<file path="src/hdl/ibs_pkg.sv">
`timescale 1ns / 1ps
// ----------------------------------------------------------------------------
// ibs_pkg
// Shared types and constants of the I2C master bit sequencer: the input and
// result words and the classified word passed from the front to the executor.
// ----------------------------------------------------------------------------
package ibs_pkg;

    // input word as it arrives on the push side
    typedef struct packed {
        logic [2:0] action;
        logic [7:0] data_byte;
        logic       send_ack;
        logic       sda_in;
    } t_in_item;

    // result word, line levels and status after one item
    typedef struct packed {
        logic       scl_level;
        logic       sda_level;
        logic       sda_drive_enable;
        logic       busy_res;
        logic       done_res;
        logic [7:0] received_byte;
        logic       ack_failed;
    } t_out_item;

    // raw action codes
    localparam logic [2:0] ACT_START = 3'd0;
    localparam logic [2:0] ACT_STOP  = 3'd1;
    localparam logic [2:0] ACT_WRITE = 3'd2;
    localparam logic [2:0] ACT_READ  = 3'd3;
    localparam logic [2:0] ACT_WAIT  = 3'd4;

    // item classes after decode
    typedef enum logic [2:0] {
        K_START,
        K_STOP,
        K_WRITE,
        K_READ,
        K_WAIT,
        K_TICK
    } t_kind;

    // classified word handed to the executor
    typedef struct packed {
        t_kind      kind;
        logic [7:0] data_byte;
        logic       send_ack;
        logic       sda_in;
    } t_cls;

    localparam logic [7:0] ACK_LIMIT_RST = 8'd250;

endpackage

</file>
<file path="src/hdl/i2c_master_bit_sequencer_top.sv">
`timescale 1ns / 1ps
// Every word pushed in, command or tick, yields exactly one result word. The
// sequencer takes one word per clock: each word is a single step of the line
// state machine in the executor, so the block sustains one word per cycle
// while pop keeps up. A pushed word is registered in the input queue, then
// passes through the executor, whose result word is registered in the result
// queue, from which it is popped. Both sides have two-entry queues, so push
// and pop may stall independently. The timeout register is written through
// the cfg channel, which is always ready; write it only while no word is in flight.
// ----------------------------------------------------------------------------
// i2c_master_bit_sequencer_top
// I2C master bit sequencer: input queue and decode, line sequencer, result
// queue.
// ----------------------------------------------------------------------------
module i2c_master_bit_sequencer_top (
    input  logic               i_clk,
    input  logic               i_rst_n,
    input  logic               push,
    output logic               full,
    input  ibs_pkg::t_in_item  i_in_word,
    output logic               empty,
    input  logic               pop,
    output ibs_pkg::t_out_item o_out_word,
    input  logic               i_cfg_valid,
    output logic               o_cfg_ready,
    input  logic [7:0]         i_cfg_data
);
    import ibs_pkg::*;

    logic      cls_valid;
    t_cls      cls_item;
    logic      cls_take;
    logic      res_valid;
    t_out_item res_item;
    logic      res_full;

    assign o_cfg_ready = 1'b1;

    // decode and input queue
    ibs_front u_front (
        .i_clk   (i_clk),
        .i_rst_n (i_rst_n),
        .push    (push),
        .i_word  (i_in_word),
        .full    (full),
        .o_valid (cls_valid),
        .o_item  (cls_item),
        .i_take  (cls_take)
    );

    // line sequencer
    ibs_exec u_exec (
        .i_clk       (i_clk),
        .i_rst_n     (i_rst_n),
        .i_cfg_we    (i_cfg_valid),
        .i_cfg_data  (i_cfg_data),
        .i_valid     (cls_valid),
        .i_item      (cls_item),
        .o_take      (cls_take),
        .o_res_valid (res_valid),
        .o_res       (res_item),
        .i_res_full  (res_full)
    );

    // result queue
    ibs_resq u_resq (
        .i_clk   (i_clk),
        .i_rst_n (i_rst_n),
        .i_valid (res_valid),
        .i_res   (res_item),
        .o_full  (res_full),
        .empty   (empty),
        .o_word  (o_out_word),
        .pop     (pop)
    );

endmodule

</file>
<file path="src/hdl/ibs_front.sv">
`timescale 1ns / 1ps
// ----------------------------------------------------------------------------
// ibs_front
// Accepts input words, classifies the action code and holds the classified
// words in a two-entry queue toward the executor.
// ----------------------------------------------------------------------------
module ibs_front (
    input  logic            i_clk,
    input  logic            i_rst_n,
    input  logic            push,
    input  ibs_pkg::t_in_item i_word,
    output logic            full,
    output logic            o_valid,
    output ibs_pkg::t_cls   o_item,
    input  logic            i_take
);
    import ibs_pkg::*;

    t_cls       r_mem [2];
    logic       r_wp, r_rp;
    logic [1:0] r_cnt;
    t_cls       n_cls;
    logic       push_ok, pop_ok;

    // classify: unused codes six and seven behave as ticks
    always_comb begin
        n_cls.data_byte = i_word.data_byte;
        n_cls.send_ack  = i_word.send_ack;
        n_cls.sda_in    = i_word.sda_in;
        unique case (i_word.action)
            ACT_START: n_cls.kind = K_START;
            ACT_STOP:  n_cls.kind = K_STOP;
            ACT_WRITE: n_cls.kind = K_WRITE;
            ACT_READ:  n_cls.kind = K_READ;
            ACT_WAIT:  n_cls.kind = K_WAIT;
            default:   n_cls.kind = K_TICK;
        endcase
    end

    assign full    = (r_cnt == 2'd2);
    assign o_valid = (r_cnt != 2'd0);
    assign o_item  = r_mem[r_rp];
    assign push_ok = push & ~full;
    assign pop_ok  = o_valid & i_take;

    // queue storage
    always_ff @(posedge i_clk) begin
        if (push_ok) begin
            r_mem[r_wp] <= n_cls;
        end
    end

    // queue pointers
    always_ff @(posedge i_clk) begin
        if (!i_rst_n) begin
            r_wp  <= 1'b0;
            r_rp  <= 1'b0;
            r_cnt <= 2'd0;
        end else begin
            if (push_ok) r_wp <= ~r_wp;
            if (pop_ok)  r_rp <= ~r_rp;
            r_cnt <= r_cnt + {1'b0, push_ok} - {1'b0, pop_ok};
        end
    end

endmodule

</file>
<file path="src/hdl/ibs_exec.sv">
`timescale 1ns / 1ps
// ----------------------------------------------------------------------------
// ibs_exec
// Line sequencer: one step of the SCL/SDA state machine per classified word,
// producing one result word per step. Holds the ACK timeout register.
// ----------------------------------------------------------------------------
module ibs_exec (
    input  logic             i_clk,
    input  logic             i_rst_n,
    input  logic             i_cfg_we,
    input  logic [7:0]       i_cfg_data,
    input  logic             i_valid,
    input  ibs_pkg::t_cls    i_item,
    output logic             o_take,
    output logic             o_res_valid,
    output ibs_pkg::t_out_item o_res,
    input  logic             i_res_full
);
    import ibs_pkg::*;

    // sequencer phases
    localparam logic [3:0] PH_IDLE = 4'd0;
    localparam logic [3:0] PH_ST_A = 4'd1;
    localparam logic [3:0] PH_ST_B = 4'd2;
    localparam logic [3:0] PH_SP_A = 4'd3;
    localparam logic [3:0] PH_SP_B = 4'd4;
    localparam logic [3:0] PH_WA_A = 4'd5;
    localparam logic [3:0] PH_WA_B = 4'd6;
    localparam logic [3:0] PH_POLL = 4'd7;
    localparam logic [3:0] PH_WR_D = 4'd8;
    localparam logic [3:0] PH_WR_H = 4'd9;
    localparam logic [3:0] PH_WR_L = 4'd10;
    localparam logic [3:0] PH_RD_L = 4'd11;
    localparam logic [3:0] PH_RD_H = 4'd12;
    localparam logic [3:0] PH_AK_L = 4'd13;
    localparam logic [3:0] PH_AK_H = 4'd14;

    logic [7:0] r_limit;
    logic [3:0] r_phase, n_phase;
    logic [2:0] r_hold,  n_hold;
    logic [7:0] r_shift, n_shift;
    logic [3:0] r_bidx,  n_bidx;
    logic [7:0] r_poll,  n_poll;
    logic       r_scl,   n_scl;
    logic       r_sda,   n_sda;
    logic       r_drv,   n_drv;
    logic       r_ackc,  n_ackc;
    logic [7:0] r_rx,    n_rx;
    logic       r_fail,  n_fail;
    logic       n_done;
    logic       step;

    assign o_take = ~i_res_full;
    assign step   = i_valid & ~i_res_full;

    // next state for one word
    always_comb begin
        n_phase = r_phase;
        n_hold  = r_hold;
        n_shift = r_shift;
        n_bidx  = r_bidx;
        n_poll  = r_poll;
        n_scl   = r_scl;
        n_sda   = r_sda;
        n_drv   = r_drv;
        n_ackc  = r_ackc;
        n_rx    = r_rx;
        n_fail  = r_fail;
        n_done  = 1'b0;
        if (i_item.kind != K_TICK) begin
            // commands only start from idle
            if (r_phase == PH_IDLE) begin
                n_fail = 1'b0;
                unique case (i_item.kind)
                    K_START: begin
                        n_drv = 1'b1; n_sda = 1'b1; n_scl = 1'b1;
                        n_phase = PH_ST_A; n_hold = 3'd4;
                    end
                    K_STOP: begin
                        n_drv = 1'b1; n_scl = 1'b0; n_sda = 1'b0;
                        n_phase = PH_SP_A; n_hold = 3'd4;
                    end
                    K_WRITE: begin
                        n_shift = i_item.data_byte; n_bidx = 4'd0;
                        n_drv = 1'b1; n_scl = 1'b0; n_sda = i_item.data_byte[7];
                        n_phase = PH_WR_D; n_hold = 3'd2;
                    end
                    K_READ: begin
                        n_shift = 8'd0; n_bidx = 4'd0; n_ackc = i_item.send_ack;
                        n_drv = 1'b0; n_scl = 1'b0;
                        n_phase = PH_RD_L; n_hold = 3'd2;
                    end
                    default: begin
                        n_drv = 1'b0; n_sda = 1'b1;
                        n_phase = PH_WA_A; n_hold = 3'd1;
                    end
                endcase
            end
        end else if (r_phase == PH_POLL) begin
            // ACK poll, one sample per tick
            if (!i_item.sda_in) begin
                n_scl = 1'b0;
                n_phase = PH_IDLE; n_hold = 3'd0; n_done = 1'b1;
            end else if (r_poll >= r_limit) begin
                n_fail = 1'b1;
                n_drv = 1'b1; n_scl = 1'b0; n_sda = 1'b0;
                n_phase = PH_SP_A; n_hold = 3'd4;
            end else begin
                n_poll = r_poll + 8'd1;
            end
        end else if (r_phase != PH_IDLE) begin
            if (r_hold > 3'd1) begin
                n_hold = r_hold - 3'd1;
            end else begin
                unique case (r_phase)
                    PH_ST_A: begin n_sda = 1'b0; n_phase = PH_ST_B; n_hold = 3'd4; end
                    PH_ST_B: begin
                        n_scl = 1'b0;
                        n_phase = PH_IDLE; n_hold = 3'd0; n_done = 1'b1;
                    end
                    PH_SP_A: begin
                        n_scl = 1'b1; n_sda = 1'b1;
                        n_phase = PH_SP_B; n_hold = 3'd4;
                    end
                    PH_SP_B: begin n_phase = PH_IDLE; n_hold = 3'd0; n_done = 1'b1; end
                    PH_WA_A: begin n_scl = 1'b1; n_phase = PH_WA_B; n_hold = 3'd1; end
                    PH_WA_B: begin n_poll = 8'd0; n_phase = PH_POLL; n_hold = 3'd0; end
                    PH_WR_D: begin n_scl = 1'b1; n_phase = PH_WR_H; n_hold = 3'd2; end
                    PH_WR_H: begin n_scl = 1'b0; n_phase = PH_WR_L; n_hold = 3'd2; end
                    PH_WR_L: begin
                        n_bidx = r_bidx + 4'd1;
                        if (n_bidx >= 4'd8) begin
                            n_phase = PH_IDLE; n_hold = 3'd0; n_done = 1'b1;
                        end else begin
                            n_sda = r_shift[3'd7 - n_bidx[2:0]];
                            n_phase = PH_WR_D; n_hold = 3'd2;
                        end
                    end
                    PH_RD_L: begin n_scl = 1'b1; n_phase = PH_RD_H; n_hold = 3'd1; end
                    PH_RD_H: begin
                        // sample at the end of the SCL high phase
                        n_shift = {r_shift[6:0], i_item.sda_in};
                        n_bidx  = r_bidx + 4'd1;
                        n_scl   = 1'b0;
                        if (n_bidx >= 4'd8) begin
                            n_drv = 1'b1; n_sda = ~r_ackc;
                            n_phase = PH_AK_L; n_hold = 3'd2;
                        end else begin
                            n_phase = PH_RD_L; n_hold = 3'd2;
                        end
                    end
                    PH_AK_L: begin n_scl = 1'b1; n_phase = PH_AK_H; n_hold = 3'd2; end
                    PH_AK_H: begin
                        n_scl = 1'b0; n_rx = r_shift;
                        n_phase = PH_IDLE; n_hold = 3'd0; n_done = 1'b1;
                    end
                    default: begin n_phase = PH_IDLE; n_hold = 3'd0; end
                endcase
            end
        end
    end

    // result word for this step
    always_comb begin
        o_res_valid            = step;
        o_res.scl_level        = n_scl;
        o_res.sda_level        = n_sda;
        o_res.sda_drive_enable = n_drv;
        o_res.busy_res         = (n_phase != PH_IDLE);
        o_res.done_res         = n_done;
        o_res.received_byte    = n_rx;
        o_res.ack_failed       = n_fail;
    end

    // state registers
    always_ff @(posedge i_clk) begin
        if (!i_rst_n) begin
            r_limit <= ACK_LIMIT_RST;
            r_phase <= PH_IDLE;
            r_hold  <= 3'd0;
            r_shift <= 8'd0;
            r_bidx  <= 4'd0;
            r_poll  <= 8'd0;
            r_scl   <= 1'b1;
            r_sda   <= 1'b1;
            r_drv   <= 1'b1;
            r_ackc  <= 1'b0;
            r_rx    <= 8'd0;
            r_fail  <= 1'b0;
        end else begin
            if (i_cfg_we) r_limit <= i_cfg_data;
            if (step) begin
                r_phase <= n_phase;
                r_hold  <= n_hold;
                r_shift <= n_shift;
                r_bidx  <= n_bidx;
                r_poll  <= n_poll;
                r_scl   <= n_scl;
                r_sda   <= n_sda;
                r_drv   <= n_drv;
                r_ackc  <= n_ackc;
                r_rx    <= n_rx;
                r_fail  <= n_fail;
            end
        end
    end

endmodule

</file>
<file path="src/hdl/ibs_resq.sv">
`timescale 1ns / 1ps
// ----------------------------------------------------------------------------
// ibs_resq
// Two-entry result queue between the executor and the pop side.
// ----------------------------------------------------------------------------
module ibs_resq (
    input  logic               i_clk,
    input  logic               i_rst_n,
    input  logic               i_valid,
    input  ibs_pkg::t_out_item i_res,
    output logic               o_full,
    output logic               empty,
    output ibs_pkg::t_out_item o_word,
    input  logic               pop
);
    import ibs_pkg::*;

    t_out_item  r_mem [2];
    logic       r_wp, r_rp;
    logic [1:0] r_cnt;
    logic       push_ok, pop_ok;

    assign o_full  = (r_cnt == 2'd2);
    assign empty   = (r_cnt == 2'd0);
    assign o_word  = r_mem[r_rp];
    assign push_ok = i_valid & ~o_full;
    assign pop_ok  = pop & ~empty;

    // storage
    always_ff @(posedge i_clk) begin
        if (push_ok) begin
            r_mem[r_wp] <= i_res;
        end
    end

    // pointers
    always_ff @(posedge i_clk) begin
        if (!i_rst_n) begin
            r_wp  <= 1'b0;
            r_rp  <= 1'b0;
            r_cnt <= 2'd0;
        end else begin
            if (push_ok) r_wp <= ~r_wp;
            if (pop_ok)  r_rp <= ~r_rp;
            r_cnt <= r_cnt + {1'b0, push_ok} - {1'b0, pop_ok};
        end
    end

endmodule

</file>
<file path="config.mk">
export PLATFORM = sky130hd
export DESIGN_NAME = i2c_master_bit_sequencer_top
export DESIGN_NICKNAME = d
export VERILOG_FILES = /design/src/hdl/ibs_pkg.sv /design/src/hdl/i2c_master_bit_sequencer_top.sv /design/src/hdl/ibs_front.sv /design/src/hdl/ibs_exec.sv /design/src/hdl/ibs_resq.sv
export SDC_FILE = /design/constraint.sdc
export NUM_CORES = 1
export LEC_CHECK = 0
export BUFFER_PORTS_ARGS = -buffer_cell sky130_fd_sc_hd__buf_2
export CORE_UTILIZATION = 65
export CTS_CLUSTER_SIZE = 20
export DETAILED_ROUTE_END_ITERATION = 16
export GPL_TIMING_DRIVEN = 0
export HOLD_SLACK_MARGIN = 0.05
export PLACE_DENSITY = 0.93
export SLEW_MARGIN = 30
export SYNTH_ARGS = -nofsm -noshare
export SYNTH_HDL_FRONTEND = slang
export SYNTH_SLANG_ARGS = --single-unit
</file>
<file path="constraint.sdc">
create_clock -name i_clk -period 3.65 [get_ports i_clk]
set_input_delay 0.1825 -clock i_clk [delete_from_list [all_inputs] [get_ports i_clk]]
set_output_delay 0.1825 -clock i_clk [all_outputs]
set_load 0.02 [all_outputs]
</file>
# After elaboration in Yosys (flattened, before gate mapping)

Memory sizes are Yosys's and may differ from the RTL's. A register that Yosys moved wholly into a read port is not among the register bits.
Cells that the tools add are included.

Add/sub/neg operators: 8
Order comparisons: 4
Eq/ne operators: 33
Multiplexer cells: 99
Bitwise operators: 13
Reductions and logical operators: 29

Operators with widths:

| operator                                                         | count |
|---|---|
| 8-bit 2-to-1 mux                                                 | 17 |
| 4-bit 2-to-1 mux                                                 | 15 |
| 1-bit 2-to-1 mux                                                 | 46 |
| 4-bit case mux with 10 select lines                              | 1 |
| 4-bit == test (second input constant)                            | 7 |
| 3-bit 2-to-1 mux                                                 | 8 |
| 7-bit AND reduction                                              | 3 |
| 4-bit by 3-bit == test with 1-bit output (second input constant) | 4 |
| 4-bit case mux with 4 select lines                               | 1 |
| 8-bit case mux with 2 select lines                               | 1 |
| 3-bit case mux with 5 select lines                               | 1 |
| 3-bit by 2-bit == test with 1-bit output (second input constant) | 4 |
| 3-bit case mux with 4 select lines                               | 1 |
| 2-bit nonzero test                                               | 6 |
| 2-bit OR reduction                                               | 5 |
| 1-bit inverter                                                   | 9 |
| 3-bit OR reduction                                               | 3 |
| 8-bit by 1-bit adder with 8-bit output (second input constant)   | 1 |
| 4-bit by 2-bit == test with 1-bit output (second input constant) | 2 |
| 8-bit >= comparator                                              | 1 |
| 2-bit by 1-bit != test with 1-bit output (second input constant) | 4 |
| 4-bit AND reduction                                              | 2 |
| 4-bit nonzero test                                               | 2 |
| 4-bit OR reduction                                               | 2 |
| other kinds (27)                                                 | 40 |

Register bits: 56
RAM bits: 54
Memories: 2

Memory list:

| memory        | depth | width | read ports | clocked after memory_dff | wr ports | line            | RTL |
|---|---|---|---|---|---|---|---|
| u_resq.r_mem  | 2     | 14    | 1          | 1                        | 1        | ibs_resq.sv:18  | `t_out_item r_mem [2];` |
| u_front.r_mem | 2     | 13    | 1          | 1                        | 1        | ibs_front.sv:19 | `t_cls r_mem [2];` |

# Longest topological paths before layout

Depth after elaboration: 10
Gate-level depth with buffers: 11

# By module

A second synthesis with hierarchy kept.

Cells, all modules: 579
Area total of the unflattened synthesis: 5871.9 µm²

Modules (own cells, without submodules):

| module                       | instances | cells each | area an instance (µm²) | seq. area each (µm²) |
|---|---|---|---|---|
| ibs_exec                     | 1         | 437        | 3385.7                 | 960.9 |
| ibs_resq                     | 1         | 70         | 1243.7                 | 940.9 |
| ibs_front                    | 1         | 70         | 1231.2                 | 880.8 |
| i2c_master_bit_sequencer_top | 1         | 2          | 11.3                   | 0.0 |

# Least setup slack after synthesis

OpenSTA, ideal clock, no wires.

Kind: register -> register
From: register u_exec.r_poll[0]
To: memory u_resq.r_mem[0][12] in the netlist's numbering (data pin)
Arrival time: 2.127 ns
Required time: 3.376 ns
Slack: 1.250 ns
Stages on the path, launching flop included: 10
Buffers on the path: 1
Cells stage by stage: dfxtp_1 -> inv_1 -> ha_1 -> nand2b_1 -> a21oi_1 -> o31ai_2 -> clkbuf_1 -> a21oi_1 -> o311ai_1 -> nand2_1

RTL lines:

| item                   | line            | RTL |
|---|---|---|
| from (decl)            | ibs_exec.sv:43  | `logic [7:0] r_poll, n_poll;` |
| from (signal assigned) | ibs_exec.sv:197 | `r_poll <= n_poll;` |
| to (decl)              | ibs_resq.sv:18  |  |

# Worst setup path after layout

From: register u_front.r_cnt[1]
To: register u_front.r_cnt[1]

RTL lines:

| item                                        | line                               | RTL |
|---|---|---|
| from (decl)                                 | ibs_front.sv:21                    | `logic [1:0] r_cnt;` |
| from (signal assigned)                      | ibs_front.sv:62                    | `r_cnt <= r_cnt + {1'b0, push_ok} - {1'b0, pop_ok};` |
| 2-bit nonzero test                          | ibs_front.sv:41                    | `assign o_valid = (r_cnt != 2'd0);` |
| 1-bit bitwise AND                           | --                                 |  |
| via res_valid                               | i2c_master_bit_sequencer_top.sv:33 | `logic res_valid;` |
| 2-bit by 1-bit subtractor with 2-bit output | ibs_front.sv:62                    |  |

The timed path passes the listed nets, and every way through them passes these cells.
A chain may end at the register's enable or synchronous reset.

==> out/metrics.csv <==
metric,value,unit
most instantiated library cell after synthesis,dfxtp_1,
CTS Hold Bufs,17,
clk buf depth,2,
Area Growth Syn to Fin,12.8,%
Worst-Margin Slew,797,ps
detailed placer's ending HPWL,9850,um
xor/xnor share of the synthesized area,2.63,%
Setup WS post-layout,549,ps
slew margin rel.,46.9,%
antenna cells,0,
post-synth top area cell,edfxtp_1,
sequential fraction of design power,37.8,%
Detail Route Antenna Nets,0,
sequential area share after synthesis,49.2,%
H-tree depth,3,
post-synthesis compound-gate area fraction,15.4,%
simple-gate share of the synthesized area,15.9,%
Final Cycle Share,85.0,%
maximum vdd ir drop,0.437,mV
share of cells above drive strength 1,16.7,%
"Clk Latency, worst-skew pair",390,ps
largest family of logic cells by synthesized area,simple AND/OR/NAND/NOR gates,
final instance area,0.00638,mm^2
clock share of power,17.1,%
synthesized area,0.00566,mm^2
critical path arrival,3360,ps
post-CTS setup repair buffer count,0,
Post-route DRC,0,
first-pass GRT wire length,21800,um
initial antenna violation count,0,
row count,33,
final setup vio count,0,
Synth top area share,28.7,%
asr flop ratio synth,0,%
I/O Buffers,39,
aggregate global routing overflow,0,
largest net degree at the start of global routing,21,
Final Util,76.9,%
All-Layer GR Usage,32.3,%
multiplexer area fraction after synthesis,9.20,%
Clock Tree Root,clkbuf_8,
Post-synth top flop,dfxtp_1,
post-route setup TNS,0,ps
Ports,43,
pwr/cell area,734,mW/mm^2
clk slew on worst S/H paths,110,ps
"top cells by count, synth","58 x dfxtp_1, 56 x nand2_1, 54 x edfxtp_1, 49 x nor2_1, 35 x a21oi_1",
CTS resizes,0,
DP Area,0.00599,mm^2
WHS,40.7,ps
MaxCap Viol Count,0,
CORE AREA,0.00830,mm^2
# nets final,661,
Leak,2.38,nW
crit start category,flip-flop,
number of global-route vias before repair,4312,
synth warn,0,
drt total wl,14000,um
DIE AREA,0.00908,mm^2
Min-Delay Path Class,in -> reg,
Initial Util,68.2,%
Max Fclk,322,MHz
Setup crit end kind,flip-flop,
Synth Instances,552,
worst-path maximum fanout,11,
Combinational Power Share,45.1,%
RSZ-0062 raised after global routing,no,
gpl congestion,0.949,
DRT Pass-1 Iters,8,
outcome,"complete, no violations",
1st-iter DRT viols,499,
CP required,3900,ps
pre-CTS setup slack,623,ps
NetSw,0.00196,W
Adder-Cell Fraction of Synth Area,3.54,%
synthesized area per cell,10.2,um^2
detailed-route via count,4642,
Sw Share,41.9,%
max-slew violations,0,
syn nets,594,
chip width,95.3,um
clk_skew,14.6,ps
Period minus WS final,3100,ps
routed len/inst,19.2,um
cell-internal power,0.00272,W
DIE HEIGHT,95.3,um
Fin. Hold Viols,0,
CP Class,reg -> reg,
Cell variety after synth,69,
CTS Buf Count,9,
CTS tree,built,
clock sink total,112,
count of state elements after synthesis,112,
largest cells by area after synthesis,"edfxtp_1 29%, dfxtp_1 21%, mux2_2 5.2%, nand2_1 3.7%, ha_1 3.5%",
Post-synth EDFFs,54,
vias per inst,6.37,
[power groups by stage]
stage          sequential, W  combinational (W)  clock, W
4_1_cts              0.00176            0.00206  0.000801
3_5_place_dp         0.00179            0.00203         0
5_1_grt              0.00179            0.00230  0.000844
6_report             0.00177            0.00211  0.000802
3_3_place_gp         0.00177            0.00198         0
2_1_floorplan        0.00174            0.00150         0
[worst max-delay path, stage by stage, from the launching register on]
cell	delay (ps)
dfxtp_1	340
nor2_1	260
a21o_1	120
clkbuf_1	530
inv_2	240
buf_1	430
ha_1	440
inv_1	50
ha_1	180
xor2_1	180
xnor2_1	150
nor2_1	50
[layout by cell type (no fill, tap or decap), types with 6 or more instances in the layout]
master / Yosys / final
a211oi_1: 12 / 12
a21oi_1: 35 / 35
a31oi_1: 6 / 6
buf_2: 5 / 44
clkbuf_1: 24 / 24
clkbuf_8: 0 / 10
dfxtp_1: 58 / 58
dlygate4sd3_1: 0 / 17
edfxtp_1: 54 / 54
ha_1: 16 / 16
inv_1: 21 / 21
mux2_2: 26 / 26
mux2i_1: 16 / 16
nand2_1: 56 / 56
nand3_1: 21 / 21
nor2_1: 49 / 47
nor2b_1: 7 / 7
nor3_1: 14 / 14
o211ai_1: 10 / 10
o21ai_0: 15 / 15
or3_1: 10 / 10
xnor2_1: 12 / 12
[per-layer routing]
| metal | vias up | global-route usage, % | part of all wire [%] |
|---|---|---|---|
| met5 | - | 0 | 0 |
| met4 | 0 | 14.4 | 3.5 |
| met3 | 52 | 5.02 | 7.3 |
| met2 | 250 | 52.4 | 47 |
| met1 | 2202 | 42.8 | 42 |
| li1 | 2138 | - | - |
[flip-flops by register name, indices dropped and copies added, names as in the netlist, named ones only]
signal,flops
u_exec.r_ackc,1
u_exec.r_bidx,4
u_exec.r_drv,1
u_exec.r_fail,1
u_exec.r_hold,3
u_exec.r_limit,8
u_exec.r_phase,4
u_exec.r_poll,8
u_exec.r_rx,8
u_exec.r_scl,1
u_exec.r_sda,1
u_exec.r_shift,8
u_front.r_cnt,2
u_front.r_mem,26
u_front.r_rp,1
u_front.r_wp,1
u_resq.r_cnt,2
u_resq.r_mem,28
u_resq.r_rp,1
u_resq.r_wp,1
[final timing paths]
kind	startpoint	cells after the start	slack, ps	endpoint
hold / removal	i_cfg_data[2]	3	40	u_exec.r_limit[2]
setup / recovery	u_front.r_cnt[1]	11	550	u_front.r_cnt[1]
hold reg to reg	u_exec.r_rx[3]	2	470	u_exec.r_rx[3]
setup reg to reg	u_front.r_cnt[1]	11	550	u_front.r_cnt[1]
[logic make-up after synthesis]
family / Yosys count
compound gates: 119
xor+xnor: 17
fa+ha+maj: 16
buf+inv: 57
flops: 112
mux: 45
other cells: 1
simple gates: 185
[cell type report]
cell class | instances | area (um^2)
flip-flops and latches | 112 | 2780
multi-input cells | 383 | 2650
fillers | 580 | 1920
repair buffers | 56 | 365
plain buffers | 35 | 149
clock buffers | 10 | 138
well taps | 105 | 131
clock inverters | 6 | 83.8
inverters | 22 | 82.6
[per-stage QoR]
| step | instances | total power, W |
|---|---|---|
| floorplan | 552 | 0.00324 |
| global placement | 696 | 0.00376 |
| detailed placement | 696 | 0.00382 |
| CTS | 729 | 0.00462 |
| global route | 729 | 0.00493 |
| finish | 729 | 0.00468 |
No activity file was read; power rests on OpenSTA's default activity.
